$ cat src/rtl/tcasq_pkg.sv
// Package for the two-channel converter sample qualifier.
// Holds sample widths, register indexes, status codes and the shared structs.
// No dependencies.
package tcasq_pkg;

    localparam int SAMPLE_BITS = 10;
    localparam int MATCH_BITS = 2;
    localparam int MISMATCH_BITS = 5;
    localparam int ADDR_BITS = 4;
    localparam int DATA_BITS = 32;
    localparam int REG_SEL_BITS = 2;

    localparam logic [REG_SEL_BITS-1:0] REG_VOLTAGE_HIGH = 2'd0;
    localparam logic [REG_SEL_BITS-1:0] REG_VOLTAGE_LOW  = 2'd1;
    localparam logic [REG_SEL_BITS-1:0] REG_CONNECT_LOW  = 2'd2;
    localparam logic [REG_SEL_BITS-1:0] REG_MISMATCH_LIM = 2'd3;

    localparam logic [SAMPLE_BITS-1:0] VOLTAGE_HIGH_RESET = SAMPLE_BITS'(512);
    localparam logic [SAMPLE_BITS-1:0] VOLTAGE_LOW_RESET  = SAMPLE_BITS'(256);
    localparam logic [SAMPLE_BITS-1:0] CONNECT_LOW_RESET  = SAMPLE_BITS'(200);
    localparam logic [MISMATCH_BITS-1:0] MISMATCH_LIM_RESET = MISMATCH_BITS'(30);

    localparam logic [MATCH_BITS-1:0] MATCH_TO_STORE = 2'd2;

    localparam logic [1:0] VST_CONVERTING = 2'd0;
    localparam logic [1:0] VST_BELOW      = 2'd1;
    localparam logic [1:0] VST_WITHIN     = 2'd2;
    localparam logic [1:0] VST_EXCEEDS    = 2'd3;

    localparam logic [1:0] CST_CONVERTING = 2'd0;
    localparam logic [1:0] CST_BELOW      = 2'd1;
    localparam logic [1:0] CST_WITHIN     = 2'd2;

    localparam logic CHAN_VOLTAGE = 1'b0;

    typedef struct packed {
        logic [SAMPLE_BITS-1:0]   voltage_high;
        logic [SAMPLE_BITS-1:0]   voltage_low;
        logic [SAMPLE_BITS-1:0]   connect_low;
        logic [MISMATCH_BITS-1:0] mismatch_limit;
    } cfg_t;

    typedef struct packed {
        logic                   sampled_channel;
        logic                   accepted;
        logic                   timed_out;
        logic [1:0]             voltage_status;
        logic [1:0]             connection_status;
        logic [SAMPLE_BITS-1:0] voltage_value;
        logic [SAMPLE_BITS-1:0] connection_value;
    } result_t;

endpackage

$ cat src/rtl/tcasq_regs.sv
// Configuration register file for the sample qualifier, written over APB.
// Depends on tcasq_pkg for register indexes, reset values and cfg_t.
module tcasq_regs
(
    input  logic                           clk,
    input  logic                           rst_n,
    input  logic                           psel,
    input  logic                           penable,
    input  logic                           pwrite,
    input  logic [tcasq_pkg::ADDR_BITS-1:0] paddr,
    input  logic [tcasq_pkg::DATA_BITS-1:0] pwdata,
    output logic [tcasq_pkg::DATA_BITS-1:0] prdata,
    output logic                           pready,
    output tcasq_pkg::cfg_t                cfg
);

    tcasq_pkg::cfg_t cfg_reg;
    tcasq_pkg::cfg_t cfg_next;
    logic [tcasq_pkg::REG_SEL_BITS-1:0] sel;
    logic wr_en;

    assign sel = paddr[tcasq_pkg::ADDR_BITS-1:2];
    assign wr_en = psel & penable & pwrite;
    assign pready = 1'b1;
    assign cfg = cfg_reg;

    always_comb
    begin
        cfg_next = cfg_reg;
        if (wr_en)
        begin
            case (sel)
                tcasq_pkg::REG_VOLTAGE_HIGH:
                    cfg_next.voltage_high = pwdata[tcasq_pkg::SAMPLE_BITS-1:0];
                tcasq_pkg::REG_VOLTAGE_LOW:
                    cfg_next.voltage_low = pwdata[tcasq_pkg::SAMPLE_BITS-1:0];
                tcasq_pkg::REG_CONNECT_LOW:
                    cfg_next.connect_low = pwdata[tcasq_pkg::SAMPLE_BITS-1:0];
                tcasq_pkg::REG_MISMATCH_LIM:
                    cfg_next.mismatch_limit = pwdata[tcasq_pkg::MISMATCH_BITS-1:0];
                default:
                    cfg_next = cfg_reg;
            endcase
        end
    end

    always_comb
    begin
        case (sel)
            tcasq_pkg::REG_VOLTAGE_HIGH:
                prdata = tcasq_pkg::DATA_BITS'(cfg_reg.voltage_high);
            tcasq_pkg::REG_VOLTAGE_LOW:
                prdata = tcasq_pkg::DATA_BITS'(cfg_reg.voltage_low);
            tcasq_pkg::REG_CONNECT_LOW:
                prdata = tcasq_pkg::DATA_BITS'(cfg_reg.connect_low);
            tcasq_pkg::REG_MISMATCH_LIM:
                prdata = tcasq_pkg::DATA_BITS'(cfg_reg.mismatch_limit);
            default:
                prdata = '0;
        endcase
    end

    always_ff @(posedge clk or negedge rst_n)
    begin
        if (!rst_n)
        begin
            cfg_reg.voltage_high   <= tcasq_pkg::VOLTAGE_HIGH_RESET;
            cfg_reg.voltage_low    <= tcasq_pkg::VOLTAGE_LOW_RESET;
            cfg_reg.connect_low    <= tcasq_pkg::CONNECT_LOW_RESET;
            cfg_reg.mismatch_limit <= tcasq_pkg::MISMATCH_LIM_RESET;
        end
        else
        begin
            cfg_reg <= cfg_next;
        end
    end

endmodule

$ cat src/rtl/tcasq_core.sv
// Qualifier state and per-item update logic: match and mismatch counting,
// channel selection, stored readings and status classification.
// Depends on tcasq_pkg for widths, status codes, cfg_t and result_t.
module tcasq_core
(
    input  logic                             clk,
    input  logic                             rst_n,
    input  logic                             take,
    input  logic [tcasq_pkg::SAMPLE_BITS-1:0] reading,
    input  tcasq_pkg::cfg_t                  cfg,
    output tcasq_pkg::result_t               result
);

    logic                               chan_reg, chan_next;
    logic [tcasq_pkg::SAMPLE_BITS-1:0]  prev_reg, prev_next;
    logic [tcasq_pkg::MATCH_BITS-1:0]   match_reg, match_next;
    logic [tcasq_pkg::MISMATCH_BITS-1:0] mis_reg, mis_next;
    logic [tcasq_pkg::SAMPLE_BITS-1:0]  volt_reg, volt_next;
    logic                               volt_known_reg, volt_known_next;
    logic [tcasq_pkg::SAMPLE_BITS-1:0]  conn_reg, conn_next;
    logic                               conn_known_reg, conn_known_next;

    logic                               same;
    logic                               store;
    logic                               give_up;
    logic [tcasq_pkg::MISMATCH_BITS-1:0] mis_after;

    assign same = (reading == prev_reg);
    assign store = same && (match_reg == tcasq_pkg::MATCH_TO_STORE);
    assign mis_after = same ? mis_reg : mis_reg + 1'b1;
    assign give_up = !store && (mis_after >= cfg.mismatch_limit);

    always_comb
    begin
        chan_next = chan_reg;
        prev_next = prev_reg;
        match_next = match_reg;
        mis_next = mis_reg;
        volt_next = volt_reg;
        volt_known_next = volt_known_reg;
        conn_next = conn_reg;
        conn_known_next = conn_known_reg;
        if (store)
        begin
            if (chan_reg == tcasq_pkg::CHAN_VOLTAGE)
            begin
                volt_next = reading;
                volt_known_next = 1'b1;
            end
            else
            begin
                conn_next = reading;
                conn_known_next = 1'b1;
            end
            chan_next = ~chan_reg;
            match_next = '0;
            mis_next = '0;
        end
        else if (give_up)
        begin
            prev_next = reading;
            chan_next = ~chan_reg;
            match_next = '0;
            mis_next = '0;
        end
        else if (same)
        begin
            match_next = match_reg + 1'b1;
        end
        else
        begin
            prev_next = reading;
            match_next = '0;
            mis_next = mis_after;
        end
    end

    always_comb
    begin
        result.sampled_channel = chan_reg;
        result.accepted = store;
        result.timed_out = give_up;
        result.voltage_value = volt_next;
        result.connection_value = conn_next;
        if (!volt_known_next)
        begin
            result.voltage_status = tcasq_pkg::VST_CONVERTING;
        end
        else if (volt_next >= cfg.voltage_high)
        begin
            result.voltage_status = tcasq_pkg::VST_EXCEEDS;
        end
        else if (volt_next >= cfg.voltage_low)
        begin
            result.voltage_status = tcasq_pkg::VST_WITHIN;
        end
        else
        begin
            result.voltage_status = tcasq_pkg::VST_BELOW;
        end
        if (!conn_known_next)
        begin
            result.connection_status = tcasq_pkg::CST_CONVERTING;
        end
        else if (conn_next < cfg.connect_low)
        begin
            result.connection_status = tcasq_pkg::CST_BELOW;
        end
        else
        begin
            result.connection_status = tcasq_pkg::CST_WITHIN;
        end
    end

    always_ff @(posedge clk or negedge rst_n)
    begin
        if (!rst_n)
        begin
            chan_reg <= tcasq_pkg::CHAN_VOLTAGE;
            prev_reg <= '0;
            match_reg <= '0;
            mis_reg <= '0;
            volt_reg <= '0;
            volt_known_reg <= 1'b0;
            conn_reg <= '0;
            conn_known_reg <= 1'b0;
        end
        else if (take)
        begin
            chan_reg <= chan_next;
            prev_reg <= prev_next;
            match_reg <= match_next;
            mis_reg <= mis_next;
            volt_reg <= volt_next;
            volt_known_reg <= volt_known_next;
            conn_reg <= conn_next;
            conn_known_reg <= conn_known_next;
        end
    end

endmodule

$ cat src/rtl/two_channel_adc_sample_qualifier.sv
// Top level of the two-channel converter sample qualifier: input register,
// result register and the APB configuration port.
// Depends on tcasq_pkg, tcasq_regs and tcasq_core.
//
//   channel | handshake              | payload
//   --------+------------------------+----------------------------------------
//   in      | in_valid / in_stall    | reading
//   out     | out_valid / out_stall  | sampled_channel, accepted, timed_out,
//           |                        | voltage_status, connection_status,
//           |                        | voltage_value, connection_value
//   config  | psel, penable, pwrite  | paddr, pwdata, prdata, pready
//
// Each item is held in the input register and then moves into the result
// register once that register is free. One item is accepted per cycle while
// in_stall is low; the state update in the core sets that figure.
// Reset clears the qualifier state and loads the register defaults.
// While a result is stalled the input register takes one more item; in_stall
// then stays high until out_stall drops.
module two_channel_adc_sample_qualifier
(
    input  logic                             clk,
    input  logic                             rst_n,
    input  logic                             in_valid,
    output logic                             in_stall,
    input  logic [tcasq_pkg::SAMPLE_BITS-1:0] reading,
    output logic                             out_valid,
    input  logic                             out_stall,
    output logic                             sampled_channel,
    output logic                             accepted,
    output logic                             timed_out,
    output logic [1:0]                       voltage_status,
    output logic [1:0]                       connection_status,
    output logic [tcasq_pkg::SAMPLE_BITS-1:0] voltage_value,
    output logic [tcasq_pkg::SAMPLE_BITS-1:0] connection_value,
    input  logic                             psel,
    input  logic                             penable,
    input  logic                             pwrite,
    input  logic [tcasq_pkg::ADDR_BITS-1:0]  paddr,
    input  logic [tcasq_pkg::DATA_BITS-1:0]  pwdata,
    output logic [tcasq_pkg::DATA_BITS-1:0]  prdata,
    output logic                             pready
);

    tcasq_pkg::cfg_t                   cfg;
    tcasq_pkg::result_t                result;
    tcasq_pkg::result_t                out_reg;
    logic                              in_valid_reg;
    logic [tcasq_pkg::SAMPLE_BITS-1:0] in_data_reg;
    logic                              out_valid_reg;
    logic                              out_free;
    logic                              advance;
    logic                              take_in;

    assign out_free = !out_valid_reg || !out_stall;
    assign advance = in_valid_reg && out_free;
    assign in_stall = in_valid_reg && !out_free;
    assign take_in = in_valid && !in_stall;

    tcasq_regs u_regs
    (
        .clk     (clk),
        .rst_n   (rst_n),
        .psel    (psel),
        .penable (penable),
        .pwrite  (pwrite),
        .paddr   (paddr),
        .pwdata  (pwdata),
        .prdata  (prdata),
        .pready  (pready),
        .cfg     (cfg)
    );

    tcasq_core u_core
    (
        .clk     (clk),
        .rst_n   (rst_n),
        .take    (advance),
        .reading (in_data_reg),
        .cfg     (cfg),
        .result  (result)
    );

    always_ff @(posedge clk or negedge rst_n)
    begin
        if (!rst_n)
        begin
            in_valid_reg <= 1'b0;
            out_valid_reg <= 1'b0;
        end
        else
        begin
            if (take_in)
            begin
                in_valid_reg <= 1'b1;
            end
            else if (advance)
            begin
                in_valid_reg <= 1'b0;
            end
            if (advance)
            begin
                out_valid_reg <= 1'b1;
            end
            else if (!out_stall)
            begin
                out_valid_reg <= 1'b0;
            end
        end
    end

    always_ff @(posedge clk)
    begin
        if (take_in)
        begin
            in_data_reg <= reading;
        end
        if (advance)
        begin
            out_reg <= result;
        end
    end

    assign out_valid = out_valid_reg;
    assign sampled_channel = out_reg.sampled_channel;
    assign accepted = out_reg.accepted;
    assign timed_out = out_reg.timed_out;
    assign voltage_status = out_reg.voltage_status;
    assign connection_status = out_reg.connection_status;
    assign voltage_value = out_reg.voltage_value;
    assign connection_value = out_reg.connection_value;

endmodule

$ cat config.mk
export PLATFORM = sky130hd
export DESIGN_NAME = two_channel_adc_sample_qualifier
export DESIGN_NICKNAME = d
export VERILOG_FILES = /design/src/rtl/tcasq_pkg.sv /design/src/rtl/tcasq_regs.sv /design/src/rtl/tcasq_core.sv /design/src/rtl/two_channel_adc_sample_qualifier.sv
export SDC_FILE = /design/constraint.sdc
export NUM_CORES = 1
export LEC_CHECK = 0
export BUFFER_PORTS_ARGS = -buffer_cell sky130_fd_sc_hd__buf_2
export CAP_MARGIN = 20
export CELL_PAD_IN_SITES_DETAIL_PLACEMENT = 1
export CELL_PAD_IN_SITES_GLOBAL_PLACEMENT = 1
export CORE_AREA = 2 2 120 145
export CTS_BUF_LIST = sky130_fd_sc_hd__clkbuf_8 sky130_fd_sc_hd__clkbuf_16
export DETAILED_ROUTE_END_ITERATION = 6
export DIE_AREA = 0 0 122 147
export PLACE_DENSITY_LB_ADDON = 0.1
export SYNTH_ARGS = -nofsm -noshare
export SYNTH_HDL_FRONTEND = slang
export SYNTH_SLANG_ARGS = --single-unit
$ cat constraint.sdc
create_clock -name clk -period 7.5 [get_ports clk]
set_input_delay 1.5 -clock clk [delete_from_list [all_inputs] [get_ports clk]]
set_output_delay 1.5 -clock clk [all_outputs]
set_load 0.05 [all_outputs]
==> results of run 1 <==
power groups by stage:
stage          registers (mW)  logic, mW  clock network, mW
3_3_place_gp            0.822      0.461                  0
4_1_cts                 0.819      0.483              0.864
5_1_grt                 0.830      0.527              0.893
2_1_floorplan           0.850      0.324                  0
3_5_place_dp            0.829      0.480                  0
6_report                0.818      0.473              0.841
layer usage:
layer,wire (µm),up-vias,share of wire [%],GRT usage (%)
li1,-,1804,-,-
met1,5980,1864,43,20.3
met2,7100,75,52,28.2
met3,475,14,3.5,3.80
met4,208,0,1.5,6.21
met5,0,-,0,0
logic make-up (layout without fill, tap and decap cells):
logic type,after synthesis,count (layout),synth area share [%]
AO/OA/AOI/OAI,70,70,7.29
XOR/XNOR,15,15,2.25
adder cells (fa/ha/maj),36,36,7.72
buffers and inverters,75,144,6.49
flip-flops,114,114,52.2
multiplexers,78,78,16.4
other,2,23,0.129
AND/OR/NAND/NOR,89,89,7.46
placed cells by master (no fill, tap or decap), types with 5 or more instances in the layout:
master,instances
ha_1,36
buf_2,66
mux2_2,57
xnor2_1,12
inv_1,40
conb_1,23
clkbuf_16,17
nand2_1,44
nor2_1,9
a21o_1,7
nand2b_1,7
mux2_4,9
dfrtp_1,68
buf_4,6
mux4_2,5
dfstp_2,9
nand3_1,9
o21ai_0,31
edfxtp_1,37
mux2i_1,7
a21oi_1,14
final cells by class:
class | count | area share, %
sequential | 114 | 43.8
multi-input combinational | 311 | 35.8
clock buffer | 19 | 6.50
timing repair buffer | 73 | 5.55
tap | 216 | 3.88
clock inverter | 13 | 2.39
inverter | 39 | 2.10
per-stage QoR:
stage          instance area, µm²  total power [mW]  util (%)
2_1_floorplan                5920              1.17         -
3_3_place_gp                 6330              1.28      38.2
3_5_place_dp                 6350              1.31      38.3
4_1_cts                      6970              2.17      42.0
5_1_grt                      6970              2.25      42.0
6_report                     6970              2.13      42.0
Yosys cell counts (all sizes together):
cell     count
mux4         5
o21ai       31
conb         2
nand2       45
xnor2       12
nand2b       7
a2bb2oi      1
a32oi        2
o211ai       2
nor2b        3
mux2i        7
a21oi       14
or3          2
xor2         3
o22a         1
nor4         1
buf         27
o211a        1
inv         39
ha          36
nor2         9
o2bb2ai      1
dfrtp       68
o31ai        3
o32a         1
a32o         1
nand3        9
mux2        66
and3         1
edfxtp      37
a22o         2
a21o         7
nor3         5
a31oi        3
clkbuf       9
nand4        4
dfstp        9
and2         3
worst paths after layout:
kind                       slack (ps)                                 to
min                               490  u_core.conn_known_reg$_DFFE_PN0P_
min reg2reg                       490  u_core.conn_known_reg$_DFFE_PN0P_
max reg2reg                      3420    voltage_status[0]$_SDFFCE_PN0P_
max in group asynchronous        5500         u_regs.cfg[20]$_DFFE_PN0P_
max                              3200                          prdata[8]
min in group asynchronous        1050         u_regs.cfg[24]$_DFFE_PN0P_
critical path, delay by kind of cell:
family / cells / cell delay [ps]
simple gates: 2 / 630
buf+inv: 2 / 580
compound gates: 1 / 90
==> impl_metrics.tcl, run 1 <==
set metrics [dict create \
    clock_latency_ps 420 \
    final-seq-area_um2 3050 \
    status "complete, no violations" \
    reg2reg_depth 13 \
    start_util_pct 35.2 \
    cp.required_ps 6000 \
    critical_path.most_common_cell "buf_2" \
    fill_cells 1806 \
    cts_root_buf "clkbuf_16" \
    hold_buffers 0 \
    antennaDiodeCount 0 \
    timing.hold.ws_ps 492 \
    worstHoldPathCells 1 \
    cts.sinks 114 \
    leakage_nw 3.33 \
    hold_viol 0 \
    clock-skew-final_ps 9.09 \
    first_global_vias 4124 \
    yosys.cell_types.count 45 \
    hpwlAfterDp_mm 10.2 \
    postRouteAntennaNets 0 \
    fin_nets 645 \
    min_period_ps 4300 \
    synth-seq-cells 114 \
    grt_first_pass_wirelength_mm 22.0 \
    endpoint_kind "output port" \
    routedWlPerCell_um 17.5 \
    syn_avg_cell_area_um2 12.2 \
    ys_warn_count 0 \
    pin_count 115 \
    tightestPinTransition_ps 712 \
    clockBufferDepth 2 \
    via_per_inst 4.79 \
    dr.first_iter.drc_count 92 \
    core-area_um2 16600 \
    rsz0062_at_grt "false" \
    die_h_um 147 \
    pre_cts_slack_ps 3180 \
    ys_seq_area_share_pct 52.2 \
    dr.pass1.iters 4 \
    internal-power_mw 1.48 \
    cts-buffers-inserted 17 \
    ir_worst_vdd_v 0.000139 \
    powerDensity_nw_per_um2 306 \
    arrival_ps 2800 \
    htreeDepth 4 \
    cts.clk_slew.worst_paths_ps 50 \
    largest_register_ffs 35 \
    hold_path.class "reg -> reg" \
    gp_congestion 0.761 \
    post_route_cells_drive_above_1_share_pct 33.0 \
    synth_top_area_share_pct 29.1 \
    slew_headroom_pct 52.5 \
    synth_cells 479 \
    antenna_found_initial 0 \
    cts_resized 0 \
    die_x_um 122 \
    worstPathCellList "buf_2 -> nor2b_1 -> nand2_1 -> o21ai_0 -> buf_2" \
    fin_ws_ps 3200 \
    swShare_pct 30.6 \
    p_sw_mw 0.652 \
    max_stage_delay_ps 510 \
    fin_crit_sh_pct 57.4 \
    die-area_um2 17900 \
    fin_setup_tns_ps 0 \
    io_buffers 67 \
    slowest_stage "nor2b_1" \
    grt_usage_pct 16.5 \
    syn_to_final_growth_pct 19.3 \
    path_class "in -> out" \
    startpoint "paddr[3]" \
    cap_violations 0 \
    reg2reg_from "in_data_reg[6]$_DFFE_PP_" \
    drc 0 \
    yosysTopAreaCell "dfrtp_1" \
    pwr-share-seq_pct 38.4 \
    multi_input_area_um2 2490 \
    syn_area_um2 5840 \
    route.vias.total 3757 \
    critPathLaunchType "input pin" \
    crit_fanout 14 \
    wl_mm 13.8 \
    ys_top_cells_by_area "dfrtp_1 29%, edfxtp_1 19%, mux2_2 11%" \
    fmax_ghz 0.232 \
    overflow 0 \
    post_cts.repair.setup_buffers 0 \
    final-setup-viol-count 0 \
    power_frac_clock_pct 39.4 \
    hold_path.startpoint "u_core.conn_known_reg$_DFFE_PN0P_" \
    placed_cells 753 \
    cts_tree "done" \
    finalNonFillerCells 785 \
    drv_slew 0 \
    rows 52 \
    grt_max_degree 44 \
    power.share.combinational_pct 22.2 \
]
(Power assumes the default switching activity.)
==> run 2: changes to the inputs <==
- clock period: 7.5 -> 3.6 ns (I/O delays scaled with it)
==> impl_metrics.tcl, run 2 (synthesis gave the netlist of run 1 again) <==
set metrics [dict create \
    status "complete, no violations" \
    final-setup-viol-count 0 \
    overflow 0 \
    placed_area_um2 6570 \
    hpwlAfterDp_mm 10.6 \
    route.vias.total 3931 \
    crit_fanout 6 \
    final_util_pct 44.7 \
    grt_first_pass_wirelength_mm 23.2 \
    via_per_inst 4.82 \
    hold_buffers 0 \
    final_common_cell "dfrtp_1" \
    reg2reg_from "in_data_reg[6]$_DFFE_PP_" \
    die-area_um2 17900 \
    layout_common_cells "68 x dfrtp_1, 66 x buf_2, 50 x mux2_2" \
    fin_nets 675 \
    cts_root_buf "clkbuf_16" \
    dr.pass1.iters 4 \
    cts.sinks 114 \
    grt_max_degree 78 \
    slew_headroom_pct 51.4 \
    drc 0 \
    first_global_vias 4343 \
    hold_viol 0 \
    endpoint_kind "register" \
    hold_path.class "in -> async" \
    cap_violations 0 \
    drv_slew 0 \
    fill_cells 1768 \
    path_class "reg -> reg" \
    start_util_pct 35.2 \
    postRouteAntennaNets 0 \
    fin_crit_sh_pct 96.8 \
    pin_count 115 \
    ir_worst_vdd_v 0.000262 \
    gp_congestion 0.761 \
    cts_tree "done" \
    rows 52 \
    rsz0062_at_grt "true" \
    r2r_slack_ps 120 \
    power_mw 4.45 \
    die_x_um 122 \
    arrival_ps 3640 \
    min_period_ps 3480 \
    io_buffers 67 \
    cts-buffers-inserted 17 \
    syn_to_final_growth_pct 27.0 \
    cp.required_ps 3760 \
    post_route_cells_drive_above_1_share_pct 40.4 \
    leakage_nw 3.53 \
    core-area_um2 16600 \
    stdcell_area_um2 7420 \
    htreeDepth 4 \
    grt_usage_pct 17.3 \
    antenna_found_initial 0 \
    antennaDiodeCount 0 \
    clock_latency_ps 410 \
    routedWlPerCell_um 18.0 \
    powerDensity_nw_per_um2 600 \
    reg2reg_depth 15 \
    fmax_ghz 0.287 \
    fin_setup_tns_ps 0 \
    timing.hold.ws_ps 243 \
    largest_register_ffs 35 \
    clock-skew-final_ps 6.32 \
    wl_mm 14.6 \
    dr.first_iter.drc_count 166 \
    r2r-end "voltage_status[0]$_SDFFCE_PN0P_" \
    clockBufferDepth 2 \
    tightestPinTransition_ps 729 \
    cts.clk_slew.worst_paths_ps 50 \
    critPathLaunchType "register" \
    die_h_um 147 \
]
==> run 2: worst max-delay path: stages, from the launching register on <==
cell and delay, ps:
edfxtp_1 440, xnor2_2 210, nand4_1 200, nor3_4 250, nand2_2 80, nor2_1 100
buf_4 170, buf_12 130, mux2_4 330, ha_1 290, nand2_2 100, o21ai_0 100
a21oi_2 210, o31ai_4 110, and3_4 190, o32a_1 320
==> run 2: power by group <==
group	total [mW]	internal, mW	switching (mW)
Combinational	1.11	0.416	0.694
Clock	1.64	1.07	0.577
Sequential	1.70	1.55	0.145
==> run 2: worst max path at each step <==
| stage | slack [ps] | depth (start not counted) | end | start |
|---|---|---|---|---|
| floorplan | 200 | 14 | voltage_status[0]$_SDFFCE_PN0P_ | in_data_reg[3]$_DFFE_PP_ |
| global placement | -130 | 15 | voltage_status[0]$_SDFFCE_PN0P_ | in_data_reg[8]$_DFFE_PP_ |
| detailed placement | -110 | 15 | voltage_status[0]$_SDFFCE_PN0P_ | in_data_reg[9]$_DFFE_PP_ |
| CTS | 7 | 15 | voltage_status[0]$_SDFFCE_PN0P_ | in_data_reg[9]$_DFFE_PP_ |
| global route | -50 | 15 | voltage_status[0]$_SDFFCE_PN0P_ | in_data_reg[6]$_DFFE_PP_ |
| finish | 120 | 15 | voltage_status[0]$_SDFFCE_PN0P_ | in_data_reg[6]$_DFFE_PP_ |
==> run 2: area by class of cell <==
| type | instances | area, µm² | area share, % |
|---|---|---|---|
| Tap cell | 216 | 270 | 3.64 |
| Clock inverter | 15 | 151 | 2.04 |
| Clock buffer | 17 | 425 | 5.74 |
| Sequential cell | 114 | 3050 | 41.1 |
| Multi-Input combinational cell | 311 | 2710 | 36.5 |
| Inverter | 39 | 146 | 1.97 |
| Timing Repair Buffer | 103 | 666 | 8.97 |
==> run 2: per-stage QoR <==
step,std cells,setup slack [ps]
global placement,778,-134
detailed placement,778,-111
CTS,810,6.79
finish,815,116
global route,815,-45.6
floorplan,500,197
==> run 2: what timing repair did <==
action                     4_1_cts  5_1_grt
setup buffers                    0        4
pin swaps                        1        9
setup endpoints to repair        1       12
resized for setup                8       29
==> run 2: per-layer routing <==
| layer | part of all wire (%) | global-route usage, % | up-vias |
|---|---|---|---|
| li1 | - | - | 1864 |
| met1 | 43 | 20.8 | 1970 |
| met2 | 53 | 29.9 | 76 |
| met3 | 2.9 | 4.00 | 21 |
| met4 | 1.8 | 6.44 | 0 |
| met5 | 0 | 0 | - |
==> run 3: changes to the inputs <==
- CORE_AREA: 2 2 120 145 -> 2 2 114 138
- DIE_AREA: 0 0 122 147 -> 0 0 116 140
- MAX_ROUTING_LAYER: unset -> met4
==> impl_metrics.tcl, run 3 (synthesis gave the netlist of run 1 again) <==
set metrics [dict create \
    hold_viol 0 \
    min_period_ps 3370 \
    drc 0 \
    final_util_pct 48.8 \
    die_x_um 116 \
    start_util_pct 39.3 \
    first_global_vias 4167 \
    fmax_ghz 0.297 \
    placed_cells 761 \
    reg2reg_depth 16 \
    leakage_nw 3.47 \
    max_stage_delay_ps 440 \
    routedWlPerCell_um 17.3 \
    fin_crit_sh_pct 93.5 \
    final-setup-viol-count 0 \
    io_buffers 67 \
    endpoint_kind "register" \
    clock-skew-final_ps 8.19 \
    ir_worst_vdd_v 0.000339 \
    antenna_found_initial 0 \
    syn_to_final_growth_pct 23.9 \
    cts_root_buf "clkbuf_16" \
    slew_headroom_pct 55.5 \
    fin_ws_ps 233 \
    largest_register_ffs 35 \
    slowest_stage "edfxtp_1" \
    cap_violations 0 \
    status "complete, no violations" \
    cts.sinks 114 \
    overflow 0 \
    via_per_inst 4.92 \
    cts.clk_slew.worst_paths_ps 50 \
    dr.pass1.iters 4 \
    wl_mm 13.8 \
    final_common_cell "dfrtp_1" \
    hpwlAfterDp_mm 10.0 \
    grt_first_pass_wirelength_mm 22.1 \
    grt_usage_pct 18.7 \
    post_route_cells_drive_above_1_share_pct 37.8 \
    layout_common_cells "68 x dfrtp_1, 66 x buf_2, 52 x mux2_2" \
    antennaDiodeCount 0 \
    dr.first_iter.drc_count 97 \
    clockBufferDepth 2 \
    htreeDepth 4 \
    gp_congestion 0.756 \
    critPathLaunchType "register" \
    cts-buffers-inserted 17 \
    core-area_um2 14800 \
    cts_tree "done" \
    path_class "reg -> reg" \
    tightestPinTransition_ps 667 \
    die-area_um2 16200 \
    crit_fanout 6 \
    powerDensity_nw_per_um2 597 \
    grt_max_degree 78 \
    fill_cells 1624 \
    pin_count 115 \
    fin_setup_tns_ps 0 \
    worstPathCellList "xnor2_2 -> nand4_4 -> nor3_4 -> nand2_2 -> nor2_2 -> buf_6 -> buf_12 -> mux2_4 -> ha_1 -> nand2_1 -> o21ai_1 -> a21oi_1 -> o31ai_2 -> buf_4 -> a31oi_1 -> o32a_1" \
    fin_nets 669 \
    hold_path.class "in -> async" \
    pre_cts_slack_ps -10.4 \
    cp.required_ps 3760 \
    arrival_ps 3530 \
    route.vias.total 3921 \
    finalNonFillerCells 797 \
    clock_latency_ps 420 \
    drv_slew 0 \
    die_h_um 140 \
    rows 49 \
    postRouteAntennaNets 0 \
    power_mw 4.32 \
    hold_buffers 0 \
]
run 3: final cells by class:
class | instances | area, µm² | share of cell area [%]
Sequential cell | 114 | 3050 | 42.1
Timing Repair Buffer | 97 | 624 | 8.63
Clock inverter | 15 | 128 | 1.76
Tap cell | 204 | 255 | 3.53
Inverter | 39 | 146 | 2.02
Multi-Input combinational cell | 311 | 2610 | 36.0
Clock buffer | 17 | 425 | 5.88
run 3: path summary, 6_finish.rpt:
check	slack (ps)	end	startpoint
hold reg to reg	500	out_valid$_DFFE_PN0P_	in_valid_reg$_DFFE_PN0P_
min in group clk	480	in_data_reg[1]$_DFFE_PP_	reading[1]
setup / recovery	230	voltage_status[0]$_SDFFCE_PN0P_	in_data_reg[5]$_DFFE_PP_
setup reg to reg	230	voltage_status[0]$_SDFFCE_PN0P_	in_data_reg[5]$_DFFE_PP_
max in group asynchronous	2820	u_core.volt_reg[8]$_DFFE_PN0P_	rst_n
hold / removal	150	u_core.volt_known_reg$_DFFE_PN0P_	rst_n
run 3: report_power, final:
part	internal [mW]	switching [mW]	leakage (nW)
sequential	1.55	0.144	1.32
combinational	0.386	0.661	1.87
clock	0.996	0.581	0.279
total	2.93	1.39	3.47
run 3: critical path, delay by kind of cell, from the launching register on:
family / cells / cell delay (ps)
compound gates: 5 / 780
simple gates: 5 / 640
flops: 1 / 440
buf+inv: 3 / 410
mux: 1 / 340
fa+ha+maj: 1 / 300
xor+xnor: 1 / 210
run 3: through the flow:
stage	hold WS, ps	cell area [µm²]
after floorplan	424	5920
after global placement	465	6520
after detailed placement	483	6520
after CTS	456	7130
after global routing	132	7240
final	146	7240
run 3: routing by layer:
layer | track usage, % | up-vias | part of all wire (%)
li1 | - | 1853 | -
met5 | - | - | 0
met4 | 5.70 | 0 | 1.3
met1 | 22.9 | 1974 | 44
met3 | 5.02 | 13 | 3.7
met2 | 30.3 | 81 | 51
run 3: repair_timing:
| item | 4_1_cts | 5_1_grt |
|---|---|---|
| gates resized for setup | 7 | 14 |
| buffers inserted | 2 | 1 |
| setup endpoints to repair | 1 | 12 |
| pin swaps | 4 | 7 |
